### config.mk
export PLATFORM = sky130hd
export DESIGN_NAME = scaler_record_unwrapper_flat
export DESIGN_NICKNAME = d
export VERILOG_FILES = /design/src/hw/rtl/sru_pkg.sv /design/src/hw/rtl/sru_in_if.sv /design/src/hw/rtl/sru_out_if.sv /design/src/hw/rtl/sru_lane.sv /design/src/hw/rtl/sru_merge.sv /design/src/hw/rtl/scaler_record_unwrapper.sv /design/src/flat_wrapper.sv
export SDC_FILE = /design/constraint.sdc
export NUM_CORES = 2
export LEC_CHECK = 0
export ABC_AREA = 1
export CAP_MARGIN = 25
export CORE_MARGIN = 2
export CORE_UTILIZATION = 45
export CTS_CLUSTER_SIZE = 40
export DETAILED_ROUTE_END_ITERATION = 7
export DONT_BUFFER_PORTS = 1
export HOLD_SLACK_MARGIN = 0.15
export PLACE_DENSITY = 0.61
export SLEW_MARGIN = 10
export SYNTH_ARGS = -nofsm -noshare
export SYNTH_HDL_FRONTEND = slang
export SYNTH_SLANG_ARGS = --single-unit
### constraint.sdc
create_clock -name i_clk -period 10.7 [get_ports i_clk]
set_input_delay 0.535 -clock i_clk [delete_from_list [all_inputs] [get_ports i_clk]]
set_output_delay 0.535 -clock i_clk [all_outputs]
set_load 0.01 [all_outputs]
### src/hw/rtl/sru_pkg.sv
// Shared constants, codes and types of the scaler record unwrapper.
`default_nettype none

package sru_pkg;

    // Field widths of the input and result items.
    localparam int STAMP_W   = 32;
    localparam int FLAGS_W   = 32;
    localparam int SPILL_W   = 16;
    localparam int GROUP_W   = 3;
    localparam int WORD_W    = 32;
    localparam int COUNT_W   = 32;
    localparam int KIND_W    = 3;
    localparam int CHAN_W    = 5;
    localparam int BIT_W     = 5;
    localparam int CFG_IDX_W = 1;

    // Four channel counters travel in each scaler word, one byte each.
    localparam int LANES  = 4;
    localparam int LANE_W = 2;
    localparam int BYTE_W = 8;

    // Result kinds.
    typedef enum logic [KIND_W-1:0] {
        KIND_DELTA = 3'd0,
        KIND_SUM   = 3'd1,
        KIND_REC   = 3'd2,
        KIND_TRIG  = 3'd3,
        KIND_SPILL = 3'd4
    } t_kind;

    // Configuration register indexes.
    typedef enum logic [CFG_IDX_W-1:0] {
        CFG_L1_BIT = 1'b0,
        CFG_SE_BIT = 1'b1
    } t_cfg_idx;

    // One step of the sequencer handed to the merging stage.
    typedef struct packed {
        logic              load;
        t_kind             kind;
        logic [CHAN_W-1:0] channel;
        logic              last;
    } t_step;

endpackage

`default_nettype wire

### src/hw/rtl/sru_in_if.sv
// Input channel: one scaler word of a readout record per item.
`default_nettype none

interface sru_in_if;
    import sru_pkg::*;

    logic               valid;
    logic               ready;
    logic [STAMP_W-1:0] stamp;
    logic [FLAGS_W-1:0] trigger_flags;
    logic [SPILL_W-1:0] spill_number;
    logic [GROUP_W-1:0] group_index;
    logic [WORD_W-1:0]  counter_word;
    logic               last_word;

    modport source (
        output valid, stamp, trigger_flags, spill_number, group_index, counter_word,
               last_word,
        input  ready
    );

    modport sink (
        input  valid, stamp, trigger_flags, spill_number, group_index, counter_word,
               last_word,
        output ready
    );
endinterface

`default_nettype wire

### src/hw/rtl/sru_out_if.sv
// Output channel: one decoded scaler result per item.
`default_nettype none

interface sru_out_if;
    import sru_pkg::*;

    logic               valid;
    logic               ready;
    logic [KIND_W-1:0]  kind;
    logic [CHAN_W-1:0]  channel;
    logic [COUNT_W-1:0] count_value;
    logic [STAMP_W-1:0] time_value;
    logic [STAMP_W-1:0] time_gap;
    logic [SPILL_W-1:0] spill_out;
    logic               last;

    modport source (
        output valid, kind, channel, count_value, time_value, time_gap, spill_out, last,
        input  ready
    );

    modport sink (
        input  valid, kind, channel, count_value, time_value, time_gap, spill_out, last,
        output ready
    );
endinterface

`default_nettype wire

### src/hw/rtl/sru_lane.sv
// One counter lane: the running sums of every fourth channel and their delta logic.
`default_nettype none

module sru_lane #(
    parameter int NUM_CHANNELS = 32,
    parameter int LANE         = 0
) (
    input  logic                         i_clk,
    input  logic                         i_rst_n,
    input  logic [sru_pkg::GROUP_W-1:0]  i_row,
    input  logic [sru_pkg::BYTE_W-1:0]   i_raw,
    input  logic                         i_upd,
    input  logic                         i_clr,
    output logic [sru_pkg::BYTE_W-1:0]   o_delta,
    output logic [sru_pkg::COUNT_W-1:0]  o_sum
);
    import sru_pkg::*;

    // This lane owns channels LANE, LANE+4, ... below NUM_CHANNELS.
    localparam int ROWS  = (NUM_CHANNELS - LANE + LANES - 1) / LANES;
    localparam int ROW_W = (ROWS > 1) ? $clog2(ROWS) : 1;

    logic [COUNT_W-1:0] r_sum [ROWS];
    logic               w_hit;
    logic [ROW_W-1:0]   w_idx;
    logic [COUNT_W-1:0] w_cur;

    // Rows past the lane's last channel read as zero and are never written.
    assign w_hit = {1'b0, i_row} < (GROUP_W + 1)'(ROWS);
    assign w_idx = i_row[ROW_W-1:0];
    assign w_cur = w_hit ? r_sum[w_idx] : '0;

    // The sum's low byte is the last raw count, so the wrapped delta is a byte subtract.
    assign o_delta = i_raw - w_cur[BYTE_W-1:0];
    assign o_sum   = w_cur;

    always_ff @(posedge i_clk) begin
        if (!i_rst_n || i_clr) begin
            for (int r = 0; r < ROWS; r++) begin
                r_sum[r] <= '0;
            end
        end else if (i_upd && w_hit) begin
            r_sum[w_idx] <= w_cur + COUNT_W'(o_delta);
        end
    end

endmodule

`default_nettype wire

### src/hw/rtl/sru_merge.sv
// Merging stage: picks the lane and timing values for each step and holds the output item.
`default_nettype none

module sru_merge (
    input  logic                         i_clk,
    input  logic                         i_rst_n,
    input  sru_pkg::t_step               i_step,
    input  logic [sru_pkg::BYTE_W-1:0]   i_delta [sru_pkg::LANES],
    input  logic [sru_pkg::COUNT_W-1:0]  i_sum [sru_pkg::LANES],
    input  logic [sru_pkg::STAMP_W-1:0]  i_stamp,
    input  logic [sru_pkg::STAMP_W-1:0]  i_base,
    input  logic [sru_pkg::SPILL_W-1:0]  i_spill,
    output logic                         o_load_ok,
    sru_out_if.source                    o_out
);
    import sru_pkg::*;

    logic               r_valid;
    t_kind              r_kind;
    logic [CHAN_W-1:0]  r_channel;
    logic [COUNT_W-1:0] r_count;
    logic [STAMP_W-1:0] r_time;
    logic [STAMP_W-1:0] r_gap;
    logic [SPILL_W-1:0] r_spill;
    logic               r_last;

    logic [LANE_W-1:0]  w_lane;
    logic [COUNT_W-1:0] n_count;
    logic [STAMP_W-1:0] n_time;
    logic [STAMP_W-1:0] n_gap;
    logic [SPILL_W-1:0] n_spill;

    // The output register takes a new item when empty or being emptied.
    assign o_load_ok = !r_valid || o_out.ready;
    assign w_lane    = i_step.channel[LANE_W-1:0];

    // Fill in the fields that belong to the step's kind; the rest stay zero.
    always_comb begin
        n_count = '0;
        n_time  = '0;
        n_gap   = '0;
        n_spill = '0;
        case (i_step.kind)
            KIND_DELTA: begin
                n_count = COUNT_W'(i_delta[w_lane]);
            end
            KIND_SUM: begin
                n_count = i_sum[w_lane];
            end
            KIND_REC, KIND_TRIG: begin
                n_time = i_stamp;
                n_gap  = i_stamp - i_base;
            end
            KIND_SPILL: begin
                n_spill = i_spill;
            end
            default: begin
            end
        endcase
    end

    always_ff @(posedge i_clk) begin
        if (!i_rst_n) begin
            r_valid <= 1'b0;
        end else if (o_load_ok) begin
            r_valid <= i_step.load;
            if (i_step.load) begin
                r_kind    <= i_step.kind;
                r_channel <= (i_step.kind == KIND_DELTA || i_step.kind == KIND_SUM)
                             ? i_step.channel : '0;
                r_count   <= n_count;
                r_time    <= n_time;
                r_gap     <= n_gap;
                r_spill   <= n_spill;
                r_last    <= i_step.last;
            end
        end
    end

    assign o_out.valid       = r_valid;
    assign o_out.kind        = r_kind;
    assign o_out.channel     = r_channel;
    assign o_out.count_value = r_count;
    assign o_out.time_value  = r_time;
    assign o_out.time_gap    = r_gap;
    assign o_out.spill_out   = r_spill;
    assign o_out.last        = r_last;

endmodule

`default_nettype wire

### src/hw/rtl/scaler_record_unwrapper.sv
// Scaler record unwrapper: top level with the result sequencer and four counter lanes.
//
// Each item is one scaler word holding four 8-bit wrapping counters. The four lanes
// compute the wrapped deltas and, for an ordinary word, update the 32-bit channel sums
// in the cycle the item is accepted; the sequencer then issues one result per cycle
// into the output register. An ordinary word issues a delta per channel of the word
// below NUM_CHANNELS, then a record result if it is the record's last word; a word
// whose channels all lie at or above NUM_CHANNELS still passes through the delta walk,
// without a result, before it finishes. A non-final word of a flagged record issues
// no result; an L1-accept last word a trigger result; a spill-end last word a sum per
// channel and a spill-done result (after a trigger result if L1-accept is also set),
// as the dump walks the sums one channel per cycle. The next item is taken as soon as the
// sequencer has handed its last result over, even while that result still waits at the
// output. Back-pressure on the output stalls the sequencer one result at a time.
// Configuration writes (flag bit positions) must only happen while the block is idle.
`default_nettype none

module scaler_record_unwrapper #(
    parameter int NUM_CHANNELS = 32
) (
    input  logic                          i_clk,
    input  logic                          i_rst_n,
    sru_in_if.sink                        i_in,
    sru_out_if.source                     o_out,
    input  logic                          i_cfg_we,
    input  logic [sru_pkg::CFG_IDX_W-1:0] i_cfg_idx,
    input  logic [sru_pkg::BIT_W-1:0]     i_cfg_data
);
    import sru_pkg::*;

    typedef enum logic [2:0] {
        S_IDLE,
        S_DELTA,
        S_REC,
        S_TRIG,
        S_SUM,
        S_SPILL
    } t_state;

    localparam logic [CHAN_W:0]   NCH     = (CHAN_W + 1)'(NUM_CHANNELS);
    localparam logic [CHAN_W-1:0] LAST_CH = CHAN_W'(NUM_CHANNELS - 1);

    t_state             r_state;
    logic [BIT_W-1:0]   r_l1_bit;
    logic [BIT_W-1:0]   r_se_bit;
    logic [STAMP_W-1:0] r_stamp;
    logic [SPILL_W-1:0] r_spill;
    logic [GROUP_W-1:0] r_group;
    logic               r_last_word;
    logic               r_se;
    logic [LANE_W-1:0]  r_k;
    logic [CHAN_W-1:0]  r_ch;
    logic [STAMP_W-1:0] r_prev_stamp;
    logic [STAMP_W-1:0] r_trig_stamp;
    logic [BYTE_W-1:0]  r_delta [LANES];

    logic               w_accept;
    logic               w_l1;
    logic               w_se;
    logic               w_ord;
    logic [CHAN_W-1:0]  w_dch;
    logic               w_dch_ok;
    logic               w_dch_end;
    logic [GROUP_W-1:0] w_row;
    logic               w_upd;
    logic               w_clr;
    logic               w_load_ok;
    logic               w_fire;
    t_step              w_step;
    logic [STAMP_W-1:0] w_base;
    logic [BYTE_W-1:0]  w_delta [LANES];
    logic [COUNT_W-1:0] w_sum [LANES];

    // Input handshake and flag decode.
    assign i_in.ready = (r_state == S_IDLE);
    assign w_accept   = i_in.valid && i_in.ready;
    assign w_l1       = i_in.trigger_flags[r_l1_bit];
    assign w_se       = i_in.trigger_flags[r_se_bit];
    assign w_ord      = !w_l1 && !w_se;

    // Channel of the delta being issued, and whether it is the word's final one.
    assign w_dch     = {r_group, r_k};
    assign w_dch_ok  = {1'b0, w_dch} < NCH;
    assign w_dch_end = (r_k == LANE_W'(LANES - 1))
                       || (({1'b0, w_dch} + (CHAN_W + 1)'(1)) >= NCH);

    // Lanes read the word's row on accept and the dump row while walking the sums.
    assign w_row  = (r_state == S_IDLE) ? i_in.group_index : r_ch[CHAN_W-1:LANE_W];
    assign w_upd  = w_accept && w_ord;
    assign w_fire = w_step.load && w_load_ok;
    assign w_clr  = w_fire && (r_state == S_SPILL);

    for (genvar g = 0; g < LANES; g++) begin : g_lane
        sru_lane #(
            .NUM_CHANNELS (NUM_CHANNELS),
            .LANE         (g)
        ) u_lane (
            .i_clk   (i_clk),
            .i_rst_n (i_rst_n),
            .i_row   (w_row),
            .i_raw   (i_in.counter_word[g*BYTE_W +: BYTE_W]),
            .i_upd   (w_upd),
            .i_clr   (w_clr),
            .o_delta (w_delta[g]),
            .o_sum   (w_sum[g])
        );
    end

    // Step offered to the merging stage in each sequencer state.
    always_comb begin
        w_step = '0;
        w_base = r_prev_stamp;
        case (r_state)
            S_DELTA: begin
                w_step.load    = w_dch_ok;
                w_step.kind    = KIND_DELTA;
                w_step.channel = w_dch;
                w_step.last    = w_dch_end && !r_last_word;
            end
            S_REC: begin
                w_step.load = 1'b1;
                w_step.kind = KIND_REC;
                w_step.last = 1'b1;
            end
            S_TRIG: begin
                w_step.load = 1'b1;
                w_step.kind = KIND_TRIG;
                w_step.last = !r_se;
                w_base      = r_trig_stamp;
            end
            S_SUM: begin
                w_step.load    = 1'b1;
                w_step.kind    = KIND_SUM;
                w_step.channel = r_ch;
            end
            S_SPILL: begin
                w_step.load = 1'b1;
                w_step.kind = KIND_SPILL;
                w_step.last = 1'b1;
            end
            default: begin
            end
        endcase
    end

    // Sequencer, configuration registers and timing state.
    always_ff @(posedge i_clk) begin
        if (!i_rst_n) begin
            r_state      <= S_IDLE;
            r_l1_bit     <= BIT_W'(0);
            r_se_bit     <= BIT_W'(1);
            r_k          <= '0;
            r_ch         <= '0;
            r_prev_stamp <= '0;
            r_trig_stamp <= '0;
        end else begin
            if (i_cfg_we) begin
                case (t_cfg_idx'(i_cfg_idx))
                    CFG_L1_BIT: r_l1_bit <= i_cfg_data;
                    CFG_SE_BIT: r_se_bit <= i_cfg_data;
                    default: begin
                    end
                endcase
            end
            case (r_state)
                S_IDLE: begin
                    if (w_accept) begin
                        r_stamp     <= i_in.stamp;
                        r_spill     <= i_in.spill_number;
                        r_group     <= i_in.group_index;
                        r_last_word <= i_in.last_word;
                        r_se        <= w_se;
                        r_delta     <= w_delta;
                        r_k         <= '0;
                        r_ch        <= '0;
                        if (w_ord) begin
                            r_state <= S_DELTA;
                        end else if (i_in.last_word) begin
                            r_state <= w_l1 ? S_TRIG : S_SUM;
                        end
                    end
                end
                S_DELTA: begin
                    // Channels past the last one end the word without a result.
                    if (!w_dch_ok || w_load_ok) begin
                        if (!w_dch_ok || w_dch_end) begin
                            r_state <= r_last_word ? S_REC : S_IDLE;
                        end else begin
                            r_k <= r_k + LANE_W'(1);
                        end
                    end
                end
                S_REC: begin
                    if (w_load_ok) begin
                        r_prev_stamp <= r_stamp;
                        r_state      <= S_IDLE;
                    end
                end
                S_TRIG: begin
                    if (w_load_ok) begin
                        r_trig_stamp <= r_stamp;
                        r_state      <= r_se ? S_SUM : S_IDLE;
                    end
                end
                S_SUM: begin
                    if (w_load_ok) begin
                        if (r_ch == LAST_CH) begin
                            r_state <= S_SPILL;
                        end else begin
                            r_ch <= r_ch + CHAN_W'(1);
                        end
                    end
                end
                S_SPILL: begin
                    if (w_load_ok) begin
                        r_prev_stamp <= '0;
                        r_trig_stamp <= '0;
                        r_state      <= S_IDLE;
                    end
                end
                default: begin
                    r_state <= S_IDLE;
                end
            endcase
        end
    end

    sru_merge u_merge (
        .i_clk     (i_clk),
        .i_rst_n   (i_rst_n),
        .i_step    (w_step),
        .i_delta   (r_delta),
        .i_sum     (w_sum),
        .i_stamp   (r_stamp),
        .i_base    (w_base),
        .i_spill   (r_spill),
        .o_load_ok (w_load_ok),
        .o_out     (o_out)
    );

    // The dump never walks past the last channel.
    a_dump_in_range: assert property (@(posedge i_clk) disable iff (!i_rst_n)
        (r_state == S_SUM) |-> ({1'b0, r_ch} < NCH))
        else $error("sum dump channel out of range");

    // Handing over the spill-done result clears both stored timestamps.
    a_spill_clears: assert property (@(posedge i_clk) disable iff (!i_rst_n)
        (w_fire && w_step.kind == KIND_SPILL) |=> (r_prev_stamp == '0 && r_trig_stamp == '0))
        else $error("timestamps not cleared after spill end");

    // A new item is never taken while the sequencer still issues results.
    a_no_overlap: assert property (@(posedge i_clk) disable iff (!i_rst_n)
        w_accept |-> !w_step.load)
        else $error("item accepted while results pending");

    // Every spill-done result ends its item.
    a_spill_last: assert property (@(posedge i_clk) disable iff (!i_rst_n)
        (w_step.load && w_step.kind == KIND_SPILL) |-> (w_step.last && r_ch == LAST_CH))
        else $error("spill-done result issued out of order");

endmodule

`default_nettype wire
### src/flat_wrapper.sv
// flat-port wrapper written by rule: the top's interface ports become plain ports
module scaler_record_unwrapper_flat import sru_pkg::*;
#(
    parameter int NUM_CHANNELS = 32
)
  (i_clk, i_rst_n, i_cfg_we, i_cfg_idx, i_cfg_data, i_in_valid, i_in_stamp, i_in_trigger_flags, i_in_spill_number, i_in_group_index, i_in_counter_word, i_in_last_word, i_in_ready, o_out_valid, o_out_kind, o_out_channel, o_out_count_value, o_out_time_value, o_out_time_gap, o_out_spill_out, o_out_last, o_out_ready);
  sru_in_if i_in_i ();
  sru_out_if o_out_i ();
  input  logic i_clk;
  input  logic i_rst_n;
  input  logic i_cfg_we;
  input  logic [sru_pkg::CFG_IDX_W-1:0] i_cfg_idx;
  input  logic [sru_pkg::BIT_W-1:0] i_cfg_data;
  input wire logic [$bits(i_in_i.valid)-1:0] i_in_valid;
  input wire logic [$bits(i_in_i.stamp)-1:0] i_in_stamp;
  input wire logic [$bits(i_in_i.trigger_flags)-1:0] i_in_trigger_flags;
  input wire logic [$bits(i_in_i.spill_number)-1:0] i_in_spill_number;
  input wire logic [$bits(i_in_i.group_index)-1:0] i_in_group_index;
  input wire logic [$bits(i_in_i.counter_word)-1:0] i_in_counter_word;
  input wire logic [$bits(i_in_i.last_word)-1:0] i_in_last_word;
  output wire logic [$bits(i_in_i.ready)-1:0] i_in_ready;
  output wire logic [$bits(o_out_i.valid)-1:0] o_out_valid;
  output wire logic [$bits(o_out_i.kind)-1:0] o_out_kind;
  output wire logic [$bits(o_out_i.channel)-1:0] o_out_channel;
  output wire logic [$bits(o_out_i.count_value)-1:0] o_out_count_value;
  output wire logic [$bits(o_out_i.time_value)-1:0] o_out_time_value;
  output wire logic [$bits(o_out_i.time_gap)-1:0] o_out_time_gap;
  output wire logic [$bits(o_out_i.spill_out)-1:0] o_out_spill_out;
  output wire logic [$bits(o_out_i.last)-1:0] o_out_last;
  input wire logic [$bits(o_out_i.ready)-1:0] o_out_ready;
  assign i_in_i.valid = i_in_valid;
  assign i_in_i.stamp = i_in_stamp;
  assign i_in_i.trigger_flags = i_in_trigger_flags;
  assign i_in_i.spill_number = i_in_spill_number;
  assign i_in_i.group_index = i_in_group_index;
  assign i_in_i.counter_word = i_in_counter_word;
  assign i_in_i.last_word = i_in_last_word;
  assign i_in_ready = i_in_i.ready;
  assign o_out_valid = o_out_i.valid;
  assign o_out_kind = o_out_i.kind;
  assign o_out_channel = o_out_i.channel;
  assign o_out_count_value = o_out_i.count_value;
  assign o_out_time_value = o_out_i.time_value;
  assign o_out_time_gap = o_out_i.time_gap;
  assign o_out_spill_out = o_out_i.spill_out;
  assign o_out_last = o_out_i.last;
  assign o_out_i.ready = o_out_ready;
  scaler_record_unwrapper #(.NUM_CHANNELS(NUM_CHANNELS)) u_core (.i_clk(i_clk), .i_rst_n(i_rst_n), .i_in(i_in_i), .o_out(o_out_i), .i_cfg_we(i_cfg_we), .i_cfg_idx(i_cfg_idx), .i_cfg_data(i_cfg_data));
endmodule
Yosys cells after proc, flatten, opt, wreduce, memory -nomap -nowiden
Memories as Yosys holds them, arrays and structs flattened.
Cells that the tools add are included.
{ "classes": {"muxes": 58, "magnitude_cmp": 4, "bitwise": 2, "eq_ne": 23, "reduce_logical": 37, "n_addsub": 12} }
{ "op_table": {"columns": ["op", "count"], "rows": [
  ["2-to-1 mux 32 bit", 9],
  ["one-hot mux 32 bit (2 select lines)", 3],
  ["adder 32 x 8 -> 32 bit", 4],
  ["OR reduction 32 bit", 4],
  ["binary-select mux 32 bit (select 2 bit)", 1],
  ["2-to-1 mux 3 bit", 16],
  ["subtractor 32 bit", 1],
  ["subtractor 8 bit", 4],
  ["one-hot mux 4 bit (5 select lines)", 1],
  ["one-hot mux 5 bit (2 select lines)", 2],
  ["binary-select mux 8 bit (select 2 bit)", 1],
  ["2-to-1 mux 8 bit", 2],
  ["inequality test 2 x 1 -> 1 bit (second input constant)", 8],
  ["2-to-1 mux 5 bit", 3],
  ["one-hot mux 3 bit (5 select lines)", 1],
  ["== test 3 x 2 -> 1 bit (second input constant)", 4],
  ["< comparator 5 x 6 -> 1 bit (second input constant)", 2],
  ["AND reduction 3 bit", 4],
  ["2-to-1 mux 1 bit", 11],
  ["binary-select mux 1 bit (select 5 bit)", 2],
  ["== test 3 bit (second input constant)", 3],
  ["2-to-1 mux 2 bit", 4],
  ["AND reduction 4 bit", 2],
  ["AND reduction 8 bit", 1],
  ["21 further kinds", 43]
]} }
{ "word_totals": {"out_inout_bits": 123, "regBits": 291, "mem_bits_rw": 1024, "input_bits": 127, "n_memories": 4, "elab_cells": 164} }
{ "mem_list": {"columns": ["name", "depth", "word_bits", "read_ports", "rd_ports_with_merged_regs", "write_ports", "line", "text"], "rows": [
  ["u_core.g_lane[0].u_lane.r_sum", 8, 32, 1, 0, 8, "sru_lane.sv:23", "logic [COUNT_W-1:0] r_sum [ROWS];"],
  ["u_core.g_lane[1].u_lane.r_sum", 8, 32, 1, 0, 8, "sru_lane.sv:23", null],
  ["u_core.g_lane[2].u_lane.r_sum", 8, 32, 1, 0, 8, "sru_lane.sv:23", null],
  ["u_core.g_lane[3].u_lane.r_sum", 8, 32, 1, 0, 8, "sru_lane.sv:23", null]
]} }

Depth between registers and ports, before layout
{ "logic_depth": {"ltp_word": 10, "mapped_depth": 38, "mapped_depth_nobuf": 34} }

Modules after synthesis
Synthesis repeated with hierarchy kept, for this count alone.
{ "unflattened": {"hier_cells": 7551, "hier_area_um2": 66939.2} }
{ "modules_own_cells": {"columns": ["module", "seq_area_each_um2", "instances", "area_per_inst_um2", "cells_each"], "rows": [
  ["sru_lane (u_core.g_lane[3].u_lane)", 7687.4, 1, 12958.7, 1421],
  ["sru_lane (u_core.g_lane[2].u_lane)", 7687.4, 1, 12929.9, 1416],
  ["sru_lane (u_core.g_lane[1].u_lane)", 7687.4, 1, 12901.1, 1408],
  ["sru_lane (u_core.g_lane[0].u_lane)", 7687.4, 1, 12826.1, 1413],
  ["sru_merge", 3653.5, 1, 8157.8, 1098],
  ["scaler_record_unwrapper", 4234.1, 1, 7165.6, 795]
]} }

Least setup slack after synthesis
Ideal clock, no wire load.
{ "synth_path": {"path_type": "reg2reg", "startpoint": "register u_core.r_state[0]", "endpoint": "memory u_core.g_lane[0].u_lane.r_sum[5][0] (enable)", "setup_slack_ns": 1.504, "path_buffers": 3, "path_stages_with_launch": 13, "period_less_slack_ns": 9.196, "setup_time_ns": 0.492, "required_ns": 10.208, "arrival_ns": 8.704, "path_cell_list": "dfxtp_1 > nor2_4 > nand2_4 > buf_6 > inv_4 > nand2_1 > nor2_1 > nand3_1 > nor2_1 > inv_1 > clkbuf_1 > buf_2 > nand2_1"} }
{ "synth_rtl": {"columns": ["item", "line", "text"], "rows": [
  ["start: declaration", "scaler_record_unwrapper.sv:43", "t_state r_state;"],
  ["start signal: assignment", "scaler_record_unwrapper.sv:179", "r_state <= w_l1 ? S_TRIG : S_SUM;"],
  ["start signal: assignment", "scaler_record_unwrapper.sv:187", "r_state <= r_last_word ? S_REC : S_IDLE;"],
  ["start signal: assignment", "scaler_record_unwrapper.sv:202", "r_state <= r_se ? S_SUM : S_IDLE;"],
  ["end: declaration", "sru_lane.sv:23", null]
]} }

==> metrics <==
All-Layer GR Usage 0.2983; fillers 12525; post-route cell area 0.06981 mm2; DRT Wirelength 215200 um; actual slew at the worst max-slew pin ~1.1 ns; TritonCTS clock tree yes; synth warn 0; synth unique cells 65; ranking of synthesized cells by area edfxtp_1 (59%), nor2_1 (8.5%), nand2_1 (5.7%); Synth top area share 0.5887; Mean Syn Cell Area just under 10 um2; relative slew slack 0.2708; Initial Utilization 0.4513; Die H 377.4 um; pin count of the biggest net entering global routing slightly below 100; RSZ-0062 raised after global routing no; row count 137; Mapped Cells 6313; CP Max Fanout 57; ys async rst share 0; Worst Setup End Kind flip-flop; Final Hold Viols 0; Worst EP required 11.20 ns; CP max-delay cell buf_4; max_cap viols 0; f_max 0.1450 GHz; R2R depth 27; clk sinks 1315; post-CTS sizing 0; Worst setup SP type flip-flop; Post-Synth Simple-Gate Area 0.1891; Adder-Cell Fraction of Synth Area 0.01667; max incr delay on CP 0.58 ns; first-pass GRT wire length 313300 um; initial DRC count between 5000 and 6000; Final Critical Period 6.899 ns; Synth Flop Type edfxtp_1; area taken by multi-input logic gates approximately 0.021 mm2; Post-Route Skew 0.02965 ns; synthesis-stage register bit count between 1000 and 1500; input/output buffers 0; die area about 0.14 mm2; CTS clock-pin slew for the worst setup and hold paths ~0.06 ns; Post-synth EDFFs about 1200; DP HPWL 128300 um; WL per Instance 25.95 um; fin. max-slew vios 0; initial antenna violation count 11; vias in the first global route 47144; final setup margin 3.801 ns; Setup WS pre-CTS between 3 and 4 ns; GRT overflow 0; routed vias/inst 5.932; I/O pin cnt 250; router iterations before antenna repair 6; Post-layout nets 6509; post-synthesis mux area share 0.003989; period utilization 0.6448; routed vias ~49000; most frequent CP cell nand2_1; WS Path Type reg -> reg; Synth Area in Compound Gates 0.1116; Post-DRT Antenna Nets 0; sequential area share after synthesis 0.6158; # DRC 0; CP arrival around 7.4 ns; H-tree Lvls 4; Clock Latency Late Sink 0.80 ns; reg-to-reg startpoint u_core.r_state[0]$_SDFFE_PN0P_; xor/xnor share of the synthesized area 0.01494; worst hold start i_in_counter_word[22]; Setup TNS 0 ns; largest family of logic cells by synthesized area simple AND/OR/NAND/NOR gates; Core Area approximately 0.14 mm2; layout cells sized above 1 0.07233; Synth area leader edfxtp_1; Hold Path Stages 2; Mapped Area approximately 0.063 mm2; Register Area 0.03864 mm2; Mapped Nets approximately 6500; status finished, final reports clean; Layout area overhead 11.27%; Max clock buf depth 3; Die Wd 377.4 um; hold crit path type in -> reg; GPL Wtd Cong 0.9578; cts bufs inserted 141; setup violators final 0; Critical path origin u_core.r_state[0]$_SDFFE_PN0P_; Clock Root Buffer clkbuf_16; Placed Instance Area 0.06452 mm2
==> cells by family after synthesis <==
logic type,after synthesis
compound gates,1208
fa+ha+maj,83
xor+xnor,86
flops,1315
buf+inv,723
mux,25
simple gates,2873
==> metal layers <==
layer / wire, um / part of all wire / vias up / global-route usage
met5: 57 / 0.00026 / - / 0
met4: 8809 / 0.041 / 10 / 0.1229
met3: 21650 / 0.10 / 484 / 0.05491
met2: 100400 / 0.47 / 2731 / 0.4851
met1: 84280 / 0.39 / 24040 / 0.3934
li1: - / - / 21944 / -
==> path summary, 6_finish.rpt <==
| path | endpoint | slack [ns] |
|---|---|---|
| setup reg to reg | u_core.g_lane[3].u_lane.r_sum[5][9]$_SDFFCE_PN0P_ | 3.80 |
| setup / recovery | u_core.g_lane[3].u_lane.r_sum[5][9]$_SDFFCE_PN0P_ | 3.80 |
| hold reg to reg | u_core.r_trig_stamp[1]$_SDFFE_PN0P_ | 0.49 |
| hold / removal | u_core.r_delta[14]$_DFFE_PP_ | 0.19 |
==> through the flow <==
stage | std cells | util | hold slack (ns)
detailed placement | 7958 | 0.4641 | 0.4814
global placement | 7957 | 0.4639 | 0.4769
CTS | 8290 | 0.5020 | 0.1528
global route | 8294 | 0.5022 | 0.1711
floorplan | 6313 | - | 0.4678
finish | 8295 | 0.5022 | 0.1892
==> synthesized netlist by cell type, types with 5 or more instances <==
cell type	n
o31ai_1	7
inv_1	390
o221ai_1	16
buf_1	11
edfxtp_1	1230
o211ai_1	19
nor2_2	6
a22o_1	15
a21boi_0	5
o22a_1	37
dfxtp_1	85
a221oi_1	29
xor2_2	21
a22oi_1	39
nand2_2	38
o21ai_0	285
o22ai_1	172
ha_1	82
nand3_2	9
xor2_1	35
o21a_1	13
a211oi_1	37
inv_2	18
a21oi_1	495
nand4_1	72
buf_4	33
nor2_1	1426
nor3b_2	6
and3_1	15
a31oi_1	13
mux2i_1	25
or2_2	25
nand2_1	957
nor3_2	12
xnor2_1	28
nor3_1	39
buf_2	56
buf_6	12
nand3b_1	12
nand3_1	234
clkbuf_1	199
o21ai_1	13
==> critical path, delay by kind of cell (launching register included) <==
family / cells / cell delay [ns]
fa+ha+maj: 3 / 0.93
flops: 1 / 0.38
buf+inv: 5 / 1.24
xor+xnor: 2 / 0.83
compound gates: 6 / 1.21
simple gates: 11 / 1.96
==> what timing repair did <==
item,CTS,global route
hold buffers,73,0
setup buffers,0,0
endpoints found under the hold margin,110,0
==> flip-flops by register name, summed over array words and instances (netlist names), 5 cells and up <==
| register | flops |
|---|---|
| u_core.g_lane.u_lane.r_sum | 1024 |
| u_core.r_delta | 32 |
| u_core.u_merge.o_out.count_value | 32 |
| u_core.r_trig_stamp | 32 |
| u_core.r_l1_bit | 5 |
| u_core.r_stamp | 32 |
| u_core.r_prev_stamp | 32 |
| u_core.u_merge.o_out.channel | 5 |
| u_core.r_se_bit | 5 |
| u_core.u_merge.o_out.spill_out | 16 |
| u_core.u_merge.o_out.time_value | 32 |
| u_core.r_ch | 5 |
| u_core.r_spill | 16 |
| u_core.u_merge.o_out.time_gap | 32 |
==> cell type report <==
type                       instances  share of cell area
clock inverter                    66            0.009481
clock buffer                     193             0.05527
timing repair buffer             154             0.02050
antenna                            4           0.0001434
tap                             1876             0.03362
multi-input combinational       4275              0.3047
inverter                         412             0.02283
sequential                      1315              0.5534
==> cell usage in the layout (no fill, tap or decap), types with 72 or more instances in the layout <==
cell type,netlist,layout
inv_1,390,378
nand4_1,72,72
dlygate4sd3_1,0,72
o21ai_0,285,285
nand2_1,957,946
dfxtp_1,85,85
a21oi_1,495,494
nand3_1,234,234
clkbuf_16,0,145
o22ai_1,172,171
nor2_1,1426,1419
ha_1,82,82
edfxtp_1,1230,1230
buf_4,33,75
Power is left out: the tool's default activity adds up to more than one toggle a clock period on the data nets, which glitch-free logic cannot reach.
